$ cat config.mk
export PLATFORM = sky130hd
export DESIGN_NAME = protobuf_model_header_checker_unit_flat
export DESIGN_NICKNAME = d
export VERILOG_FILES = /design/src/rtl/pmhc_pkg.sv /design/src/rtl/pmhc_byte_if.sv /design/src/rtl/pmhc_verdict_if.sv /design/src/rtl/protobuf_model_header_checker_unit.sv /design/src/rtl/pmhc_step.sv /design/src/flat_wrapper.sv
export SDC_FILE = /design/constraint.sdc
export NUM_CORES = 1
export LEC_CHECK = 0
export ABC_AREA = 1
export BUFFER_PORTS_ARGS = -buffer_cell sky130_fd_sc_hd__buf_2
export CELL_PAD_IN_SITES_DETAIL_PLACEMENT = 1
export CELL_PAD_IN_SITES_GLOBAL_PLACEMENT = 1
export CORE_MARGIN = 5
export CORE_UTILIZATION = 46
export DETAILED_ROUTE_END_ITERATION = 8
export PLACE_DENSITY = 0.87
export SLEW_MARGIN = 5
export SYNTH_ARGS = -nofsm -noshare
export SYNTH_HDL_FRONTEND = slang
export SYNTH_HIERARCHICAL = 1
export SYNTH_SLANG_ARGS = --single-unit
$ cat constraint.sdc
create_clock -name clk -period 5 [get_ports clk]
set_input_delay 0.5 -clock clk [delete_from_list [all_inputs] [get_ports clk]]
set_output_delay 0.5 -clock clk [all_outputs]
set_load 0.01 [all_outputs]
$ cat src/rtl/pmhc_pkg.sv
// Package for the protobuf model header checker.
// Holds the scan state and verdict types, the reason and wire-type codes and the key table.
// No dependencies; pmhc_step and the top level import it.
package pmhc_pkg;

    localparam int unsigned MAX_CONT_BYTES_DEF = 4;
    localparam logic [3:0]  REQUIRED_FIELDS_RST = 4'd3;

    localparam logic [2:0] WT_VARINT = 3'd0;
    localparam logic [2:0] WT_LEN    = 3'd2;

    localparam logic [1:0] RSN_OK        = 2'd0;
    localparam logic [1:0] RSN_BAD_KEY   = 2'd1;
    localparam logic [1:0] RSN_REPEAT    = 2'd2;
    localparam logic [1:0] RSN_EARLY_END = 2'd3;

    typedef enum logic [2:0] {
        PH_KEY,
        PH_VARINT,
        PH_SKIP,
        PH_DONE
    } phase_t;

    typedef struct packed {
        phase_t      phase;
        logic [15:0] field_seen;
        logic [3:0]  fields_found;
        logic [31:0] varint_accum;
        logic [2:0]  varint_count;
        logic [31:0] skip_remaining;
        logic        is_length;
        logic [3:0]  pending_field;
    } scan_state_t;

    typedef struct packed {
        logic       hit;
        logic [1:0] reason;
    } verdict_t;

    localparam scan_state_t SCAN_CLEAR = '{
        phase:          PH_KEY,
        field_seen:     16'd0,
        fields_found:   4'd0,
        varint_accum:   32'd0,
        varint_count:   3'd0,
        skip_remaining: 32'd0,
        is_length:      1'b0,
        pending_field:  4'd0
    };

    // Fields 1 and 5 carry a varint, 2-4, 6-8 and 14 are length-delimited.
    function automatic logic key_allowed(input logic [3:0] fn, input logic [2:0] wt);
        logic ok;
        case (fn) inside
            4'd1, 4'd5:                                ok = (wt == WT_VARINT);
            4'd2, 4'd3, 4'd4, 4'd6, 4'd7, 4'd8, 4'd14: ok = (wt == WT_LEN);
            default:                                   ok = 1'b0;
        endcase
        return ok;
    endfunction

endpackage

$ cat src/rtl/pmhc_byte_if.sv
// Byte channel into the header checker: valid/ready plus one stream byte and its end mark.
// Depends on nothing.
interface pmhc_byte_if;
    logic       valid;
    logic       ready;
    logic [7:0] data_byte;
    logic       last_byte;

    modport source (output valid, output data_byte, output last_byte, input ready);
    modport sink   (input valid, input data_byte, input last_byte, output ready);
endinterface

$ cat src/rtl/pmhc_verdict_if.sv
// Verdict channel out of the header checker: valid/ready plus accept flag and reason.
// Depends on nothing.
interface pmhc_verdict_if;
    logic       valid;
    logic       ready;
    logic       verdict_valid;
    logic [1:0] reason;

    modport source (output valid, output verdict_valid, output reason, input ready);
    modport sink   (input valid, input verdict_valid, input reason, output ready);
endinterface

$ cat src/rtl/protobuf_model_header_checker_unit.sv
// Top level of the protobuf model header checker: scan state, config register, verdict register.
// Depends on pmhc_pkg, pmhc_byte_if, pmhc_verdict_if and pmhc_step.
//
//  channel      dir  handshake      word
//  byte_in      in   valid/ready    data_byte[7:0], last_byte
//  verdict_out  out  valid/ready    verdict_valid, reason[1:0]
//  cfg          in   cfg_we         cfg_wdata[3:0] -> required_fields
//
// One byte per cycle unless stalled; the verdict follows in the cycle after its settling byte.
// The scan state is one register stage, updated by pmhc_step on every accepted byte.
// byte_in stalls only while a verdict sits in the output register and is not taken.
// Reset clears the scan state, empties the output and sets required_fields to 3.
module protobuf_model_header_checker_unit
    import pmhc_pkg::*;
#(
    parameter int unsigned MAX_CONT_BYTES = MAX_CONT_BYTES_DEF
)
(
    input  logic                  clk,
    input  logic                  rst_n,
    pmhc_byte_if.sink             byte_in,
    pmhc_verdict_if.source        verdict_out,
    input  logic                  cfg_we,
    input  logic [3:0]            cfg_wdata
);

    scan_state_t state_reg;
    scan_state_t state_next;
    verdict_t    verdict;
    logic [3:0]  required_fields_reg;
    logic        out_valid_reg;
    logic        out_valid_next;
    logic        verdict_valid_reg;
    logic [1:0]  reason_reg;
    logic        accept_in;

    assign byte_in.ready = !out_valid_reg || verdict_out.ready;
    assign accept_in     = byte_in.valid && byte_in.ready;

    pmhc_step #(
        .MAX_CONT_BYTES (MAX_CONT_BYTES)
    ) u_step (
        .state_cur       (state_reg),
        .data_byte       (byte_in.data_byte),
        .last_byte       (byte_in.last_byte),
        .required_fields (required_fields_reg),
        .state_next      (state_next),
        .verdict         (verdict)
    );

    always_comb
    begin
        out_valid_next = out_valid_reg && !verdict_out.ready;
        if (accept_in && verdict.hit)
        begin
            out_valid_next = 1'b1;
        end
    end

    always_ff @(posedge clk or negedge rst_n)
    begin
        if (!rst_n)
        begin
            state_reg           <= SCAN_CLEAR;
            required_fields_reg <= REQUIRED_FIELDS_RST;
            out_valid_reg       <= 1'b0;
        end
        else
        begin
            if (accept_in)
            begin
                state_reg <= state_next;
            end
            if (cfg_we)
            begin
                required_fields_reg <= cfg_wdata;
            end
            out_valid_reg <= out_valid_next;
        end
    end

    always_ff @(posedge clk)
    begin
        if (accept_in && verdict.hit)
        begin
            verdict_valid_reg <= (verdict.reason == RSN_OK);
            reason_reg        <= verdict.reason;
        end
    end

    assign verdict_out.valid         = out_valid_reg;
    assign verdict_out.verdict_valid = verdict_valid_reg;
    assign verdict_out.reason        = reason_reg;

    // a last byte always leaves a clean scan state behind
    a_last_clears: assert property (@(posedge clk) disable iff (!rst_n)
        accept_in && byte_in.last_byte |=>
            (state_reg.phase == PH_KEY) && (state_reg.fields_found == 4'd0)
            && (state_reg.field_seen == 16'd0))
        else $error("scan state not cleared after last byte");

    // found count tracks the seen mask
    a_found_count: assert property (@(posedge clk) disable iff (!rst_n)
        $countones(state_reg.field_seen) == 32'(state_reg.fields_found))
        else $error("fields_found out of step with field_seen");

    // a new verdict only follows an accepted byte
    a_verdict_src: assert property (@(posedge clk) disable iff (!rst_n)
        $rose(out_valid_reg) |-> $past(accept_in))
        else $error("verdict without accepted byte");

    // accept flag agrees with reason
    a_verdict_code: assert property (@(posedge clk) disable iff (!rst_n)
        out_valid_reg |-> (verdict_valid_reg == (reason_reg == RSN_OK)))
        else $error("verdict_valid disagrees with reason");

endmodule

$ cat src/rtl/pmhc_step.sv
// Combinational per-byte step of the field scanner: next scan state and verdict.
// Depends on pmhc_pkg.
module pmhc_step
    import pmhc_pkg::*;
#(
    parameter int unsigned MAX_CONT_BYTES = MAX_CONT_BYTES_DEF
)
(
    input  scan_state_t state_cur,
    input  logic [7:0]  data_byte,
    input  logic        last_byte,
    input  logic [3:0]  required_fields,
    output scan_state_t state_next,
    output verdict_t    verdict
);

    logic [3:0]  fn;
    logic [2:0]  wt;
    logic        key_bad;
    logic        cont;
    logic [5:0]  shamt;
    logic [31:0] part_cont;
    logic [31:0] accum_full;
    logic [15:0] field_bit;
    logic        repeat_hit;
    logic [3:0]  found_inc;
    logic        met_now;
    logic        met_before;
    logic [31:0] skip_dec;
    logic        step_hit;
    logic [1:0]  step_reason;

    // decode of the byte against the current state
    always_comb
    begin
        fn         = data_byte[6:3];
        wt         = data_byte[2:0];
        key_bad    = data_byte[7] || !key_allowed(fn, wt);
        cont       = data_byte[7] && (state_cur.varint_count < 3'(MAX_CONT_BYTES));
        shamt      = 6'(state_cur.varint_count) * 6'd7;
        part_cont  = {25'd0, data_byte[6:0]} << shamt;
        // final varint byte goes in with all eight bits
        accum_full = state_cur.varint_accum | ({24'd0, data_byte} << shamt);
        field_bit  = 16'd1 << state_cur.pending_field;
        repeat_hit = |(state_cur.field_seen & field_bit);
        found_inc  = state_cur.fields_found + 4'd1;
        met_now    = (found_inc >= required_fields);
        met_before = (state_cur.fields_found >= required_fields);
        skip_dec   = state_cur.skip_remaining - 32'd1;
    end

    // verdict
    always_comb
    begin
        step_hit    = 1'b0;
        step_reason = RSN_OK;
        if (met_before)
        begin
            step_hit = 1'b1;
        end
        else
        begin
            unique case (state_cur.phase)
                PH_KEY:
                begin
                    if (key_bad)
                    begin
                        step_hit    = 1'b1;
                        step_reason = RSN_BAD_KEY;
                    end
                end
                PH_VARINT:
                begin
                    if (!cont)
                    begin
                        if (repeat_hit)
                        begin
                            step_hit    = 1'b1;
                            step_reason = RSN_REPEAT;
                        end
                        else if (met_now)
                        begin
                            step_hit = 1'b1;
                        end
                    end
                end
                default: ;
            endcase
        end

        verdict = '0;
        if (state_cur.phase != PH_DONE)
        begin
            if (step_hit)
            begin
                verdict.hit    = 1'b1;
                verdict.reason = step_reason;
            end
            else if (last_byte)
            begin
                verdict.hit    = 1'b1;
                verdict.reason = RSN_EARLY_END;
            end
        end
    end

    // next state
    always_comb
    begin
        state_next = state_cur;
        if (!met_before)
        begin
            unique case (state_cur.phase)
                PH_KEY:
                begin
                    if (!key_bad)
                    begin
                        state_next.pending_field = fn;
                        state_next.is_length     = (wt == WT_LEN);
                        state_next.varint_accum  = 32'd0;
                        state_next.varint_count  = 3'd0;
                        state_next.phase         = PH_VARINT;
                    end
                end
                PH_VARINT:
                begin
                    if (cont)
                    begin
                        state_next.varint_accum = state_cur.varint_accum | part_cont;
                        state_next.varint_count = state_cur.varint_count + 3'd1;
                    end
                    else
                    begin
                        state_next.varint_accum = accum_full;
                        if (!repeat_hit)
                        begin
                            state_next.field_seen   = state_cur.field_seen | field_bit;
                            state_next.fields_found = found_inc;
                            if (state_cur.is_length && (accum_full != 32'd0))
                            begin
                                state_next.skip_remaining = accum_full;
                                state_next.phase          = PH_SKIP;
                            end
                            else
                            begin
                                state_next.phase = PH_KEY;
                            end
                        end
                    end
                end
                PH_SKIP:
                begin
                    state_next.skip_remaining = skip_dec;
                    if (skip_dec == 32'd0)
                    begin
                        state_next.phase = PH_KEY;
                    end
                end
                default: ;
            endcase
        end
        if (verdict.hit)
        begin
            state_next.phase = PH_DONE;
        end
        if (last_byte)
        begin
            state_next = SCAN_CLEAR;
        end
    end

endmodule
$ cat src/flat_wrapper.sv
// flat-port wrapper written by rule: the top's interface ports become plain ports
module protobuf_model_header_checker_unit_flat import pmhc_pkg::*;
#(
    parameter int unsigned MAX_CONT_BYTES = MAX_CONT_BYTES_DEF
)
  (clk, rst_n, cfg_we, cfg_wdata, byte_in_valid, byte_in_data_byte, byte_in_last_byte, byte_in_ready, verdict_out_valid, verdict_out_verdict_valid, verdict_out_reason, verdict_out_ready);
  pmhc_byte_if byte_in_i ();
  pmhc_verdict_if verdict_out_i ();
  input  logic clk;
  input  logic rst_n;
  input  logic cfg_we;
  input  logic [3:0] cfg_wdata;
  input wire logic [$bits(byte_in_i.valid)-1:0] byte_in_valid;
  input wire logic [$bits(byte_in_i.data_byte)-1:0] byte_in_data_byte;
  input wire logic [$bits(byte_in_i.last_byte)-1:0] byte_in_last_byte;
  output wire logic [$bits(byte_in_i.ready)-1:0] byte_in_ready;
  output wire logic [$bits(verdict_out_i.valid)-1:0] verdict_out_valid;
  output wire logic [$bits(verdict_out_i.verdict_valid)-1:0] verdict_out_verdict_valid;
  output wire logic [$bits(verdict_out_i.reason)-1:0] verdict_out_reason;
  input wire logic [$bits(verdict_out_i.ready)-1:0] verdict_out_ready;
  assign byte_in_i.valid = byte_in_valid;
  assign byte_in_i.data_byte = byte_in_data_byte;
  assign byte_in_i.last_byte = byte_in_last_byte;
  assign byte_in_ready = byte_in_i.ready;
  assign verdict_out_valid = verdict_out_i.valid;
  assign verdict_out_verdict_valid = verdict_out_i.verdict_valid;
  assign verdict_out_reason = verdict_out_i.reason;
  assign verdict_out_i.ready = verdict_out_ready;
  protobuf_model_header_checker_unit #(.MAX_CONT_BYTES(MAX_CONT_BYTES)) u_core (.clk(clk), .rst_n(rst_n), .byte_in(byte_in_i), .verdict_out(verdict_out_i), .cfg_we(cfg_we), .cfg_wdata(cfg_wdata));
endmodule
After elaboration in Yosys (flattened, before gate mapping)
Cells that the tools add are included.
- multiplexer cells: 37
- reductions and logical operators: 29
- equality and inequality tests: 27
- $mul: 1
- $add $sub $neg: 3
- magnitude comparators: 3
- bitwise logic cells: 4
- shift-type cells: 3
- operators with widths (operator ; count):
    95-bit two-way mux ; 2
    32-bit two-way mux ; 4
    35-bit case mux with 2 select lines ; 1
    32-bit bitwise OR ; 2
    32-bit case mux with 2 select lines ; 1
    23-bit two-way mux ; 2
    35-bit two-way mux ; 1
    32-bit logical NOT ; 1
    32-bit nonzero test ; 1
    7-bit by 6-bit << shifter with 32-bit output ; 1
    8-bit by 6-bit << shifter with 32-bit output ; 1
    32-bit by 1-bit subtractor with 32-bit output (second input constant) ; 1
    3-bit two-way mux ; 7
    20-bit two-way mux ; 1
    16-bit AND ; 1
    4-bit by 3-bit == test with 1-bit output (second input constant) ; 4
    4-bit by 3-bit inequality test with 1-bit output (second input constant) ; 4
    16-bit bitwise OR ; 1
    16-bit OR reduction ; 1
    1-bit by 4-bit << shifter with 16-bit output (first input constant) ; 1
    3-bit inequality test (second input constant) ; 5
    5-bit two-way mux ; 2
    5-bit AND reduction ; 2
    1-bit two-way mux ; 9
    other kinds (29) ; 51
- output and inout bits: 5
- bits of input ports: 18
- logic and storage cells: 119
- register bits after elaboration: 103

Logic depth before layout (Yosys ltp)
- depth after elaboration: 13
- depth in mapped cells: 30
- mapped depth without buffers: 26

Hierarchy
Netlist, hierarchy kept.
- modules (own cells, without submodules) (module ; area each (µm²) ; seq. area each (µm²) ; instances ; cells each):
    pmhc_step ; 5705.5 ; 0.0 ; 1 ; 1105
    protobuf_model_header_checker_unit ; 4042.6 ; 2595.0 ; 1 ; 439

Worst setup path after synthesis
No wires, ideal clock.
- path type: flip-flop to flip-flop
- from: register u_core/state_reg[38] in the netlist's numbering
- to: register u_core/state_reg[33] in the netlist's numbering
- data required time: 4934 ps
- data arrival time: 3878 ps
- buffers on the path: 4
- path slack: 1056 ps
- clock period less this slack: 3944 ps
- setup time: 66 ps
- stages on the path, launching flop included: 23
- cell sequence: dfrtp_1 -> inv_1 -> clkbuf_1 -> fa_1 -> inv_1 -> ha_1 -> inv_1 -> fa_1 -> clkbuf_1 -> buf_2 -> nand3_1 -> nand3_1 -> nand4_1 -> nor2_1 -> nand2_2 -> nor2_4 -> nand2_4 -> buf_6 -> nand3_2 -> nand3_1 -> a21oi_2 -> nand3_1 -> nand2_1
- RTL lines (element ; RTL line ; text):
    start: declaration ; protobuf_model_header_checker_unit.sv:27 ; scan_state_t state_reg;
    start signal: assignment ; protobuf_model_header_checker_unit.sv:72 ; state_reg <= state_next;

==> flow_metrics.env <==
export IMPL_synth_nets=1581
export IMPL_r2r_end="u_core/state_reg[9]"
export IMPL_fp_dieW_um=156
export IMPL_ys_types=46
export IMPL_wl_um=35400
export IMPL_multiInputGateArea_sq_um=6050
export IMPL_dp_hpwl_um=24500
export IMPL_antenna_found_initial=0
export IMPL_largest_register_ffs=95
export IMPL_drive_gt1_share_pct=11.7
export IMPL_tightest_slew_ns=1.10
export IMPL_synthArstFlopShare_pct=97.1
export IMPL_first_pass_iters=5
export IMPL_grt_max_degree=98
export IMPL_status="completed"
export IMPL_synth_cells=1544
export IMPL_grt_pass1_vias=10800
export IMPL_cts_root_buf="clkbuf_16"
export IMPL_fin_nets=1544
export IMPL_wl_per_cell_um=19.8
export IMPL_vias=10600
export IMPL_fin_area_sq_um=10200
export IMPL_grtUsageTotal_pct=29.6
export IMPL_critical_path_max_fanout=32
export IMPL_port_buffers=22
export IMPL_htreeDepth=3
export IMPL_synth_edf_count=3
export IMPL_drt_iter0_drc=827
export IMPL_synth_flop_cell="dfrtp_1"
export IMPL_max_freq_ghz=0.215
export IMPL_fp_row_count=53
export IMPL_drc=0
export IMPL_numCtsBuffers=9
export IMPL_ant_nets=0
export IMPL_worstReg2RegStart="u_core/state_reg[37]"
export IMPL_min_period_over_period_pct=92.9
export IMPL_setup_viol=0
export IMPL_most_common_layout_cells="419 x nand2_1, 208 x nand3_1, 159 x nor2_1"
export IMPL_clk_latency_ns=0.37
export IMPL_place_gp_congestion=0.925
export IMPL_fin_tns_setup_ns=0
export IMPL_cts_sinks=103
export IMPL_finalCriticalPeriod_ns=4.65
export IMPL_synth_top_area_share_pct=25.2
export IMPL_layout_commonest_cell="nand2_1"
export IMPL_power_mw=5.58
export IMPL_clockBufferDepth=2
export IMPL_ios=23
export IMPL_dp_cells=1771
export IMPL_post_dp_cell_area_sq_um=9890
export IMPL_start_util_pct=46.5
export IMPL_avgSynthCellArea_sq_um=6.31
export IMPL_ir_worst_vdd_uv=247
export IMPL_cts_tree="yes"
export IMPL_layout_cells_non_filler=1787
export IMPL_hold_violations=0
export IMPL_drv_slew=0
export IMPL_synth_area_sq_um=9750
export IMPL_postCtsSetupRepairBufs=0
export IMPL_slew_headroom_pct=26.6
export IMPL_core_area_sq_um=21000
export IMPL_cap_violations=0
export IMPL_dieArea_sq_um=24200
export IMPL_r2r_slack_ns=0.35
export IMPL_synthTopCellsByArea="dfrtp_1 25%, nand2_1 16%, nand3_1 11%"
export IMPL_ys_seq_elements=103
export IMPL_hold_ws_ns=0.240
export IMPL_required_ns=5.30
export IMPL_path_clk_slew_ns=0.09
export IMPL_dieHeight_um=156
export IMPL_vias_per_cell=5.92
export IMPL_worst_r2r_path_depth=25
export IMPL_startpoint_type="register"
export IMPL_worst_setup_path_type="register to register"
export IMPL_power_density_nw_per_um2=548
export IMPL_grt_pass1_wl_um=58000
export IMPL_grt_overflow=0
export IMPL_ys_warn_count=6
export IMPL_min_path_type="primary input to async pin"
export IMPL_leakage_nw=5.06
export IMPL_cp_end_kind="register"
export IMPL_synth_area_leader_cell="dfrtp_1"
export IMPL_cp_data_arrival_time_ns=4.95
export IMPL_diodes=0
export IMPL_rsz0062_at_grt="false"
export IMPL_regArea_sq_um=2600
export IMPL_seq_area_frac_synth_pct=26.6
export IMPL_skew_ns=0.0122
export IMPL_syn2layout_area_growth_pct=4.52
export IMPL_fillCellCount=2935
==> worst max-delay path, cell delays in order (launching register included) <==
cell and delay, ns:
dfrtp_2 0.50, inv_2 0.32, fa_1 0.45, inv_1 0.06, ha_1 0.17, inv_1 0.06, fa_1 0.39, inv_1 0.08
nand2_1 0.06, nand2_2 0.12, nand3_4 0.15, inv_2 0.29, nand3_1 0.23, nand2_1 0.18, inv_2 0.08, nand2_1 0.06
nor2_1 0.05, nand2_2 0.08, nor2_4 0.04, nand2_4 0.23, nand2_4 0.31, nand2_1 0.16, nand3_1 0.08, a21oi_1 0.18
nand3_1 0.11, nand2_1 0.12
==> layer usage <==
layer  global-route usage, %  vias up  share of wire (%)
li1                        -     4975                  -
met1                    39.1     5174                 43
met2                    49.3      350                 48
met3                    3.72       85                5.7
met4                    12.0        0                4.0
met5                       0        -                  0
==> synthesized netlist by cell type (2+ instances only) <==
cell type and count:
xor2_1 25, nand3_1 208, a21oi_1 99, o21ai_0 67
nand2_1 419, nor2_1 162, nand3_2 39, fa_1 3
nor2_4 3, clkinv_1 2, dfrtp_1 98, a21oi_2 17
nand4_1 20, inv_1 143, a211oi_1 2, nand2_2 8
nor2_2 6, inv_2 20, ha_1 16, o22ai_1 4
nand2_4 9, nand3b_1 2, o31ai_1 2, edfxtp_1 3
nor4_1 3, a2111oi_0 3, o311ai_0 6, a31o_2 2
clkbuf_1 43, o21ai_1 4, dfstp_2 2, buf_1 2
nor3_1 6, or2_2 2, a31oi_1 2, buf_6 8
nand3_4 2, o211ai_1 37, buf_4 12, buf_2 27
==> where the power goes <==
part	switching, mW	leakage, nW	internal [mW]	total, mW
Sequential	0.256	1.39	1.04	1.30
Combinational	2.49	3.54	1.05	3.54
Clock	0.396	0.140	0.351	0.747
==> through the flow <==
| step | util (%) | worst slack (ns) |
|---|---|---|
| 6_report | 48.6 | 0.354 |
| 5_1_grt | 48.6 | 0.0572 |
| 4_1_cts | 48.6 | 0.297 |
| 3_5_place_dp | 47.2 | 0.355 |
| 3_3_place_gp | 47.2 | 0.541 |
| 2_1_floorplan | - | 1.06 |
==> cells by family (layout without fill, tap and decap cells) <==
kind of cell    Yosys count  in the layout  synth area share [%]
compound gates          247            247                  15.0
xor+xnor                 26             26                  2.34
fa+ha+maj                19             19                  2.67
buf+inv                 258            226                  11.5
flops                   103            103                  26.6
simple gates            891            891                  41.9
==> layout make-up <==
type,instances,share of cell area [%]
Multi-Input combinational cell,1183,59.4
Sequential cell,103,25.5
Inverter,165,6.12
Tap cell,275,3.38
Timing Repair Buffer,45,2.82
Clock buffer,9,2.21
Clock inverter,7,0.639
==> worst max-delay path by stage <==
stage / start / to / slack, ns / depth (start not counted)
6_report: u_core/state_reg[37] / u_core/state_reg[9] / 0.35 / 25
5_1_grt: u_core/state_reg[37] / u_core/state_reg[26] / 0.06 / 25
4_1_cts: u_core/state_reg[37] / u_core/state_reg[9] / 0.30 / 21
3_5_place_dp: u_core/state_reg[37] / u_core/state_reg[14] / 0.36 / 21
3_3_place_gp: u_core/state_reg[37] / u_core/state_reg[26] / 0.54 / 21
2_1_floorplan: u_core/state_reg[38] / u_core/state_reg[33] / 1.06 / 22
==> repair_timing <==
action                     CTS  global route
hold buffers                 0             0
setup endpoints to repair    0            27
resized for setup            0             2
(Power assumes the default switching activity.)
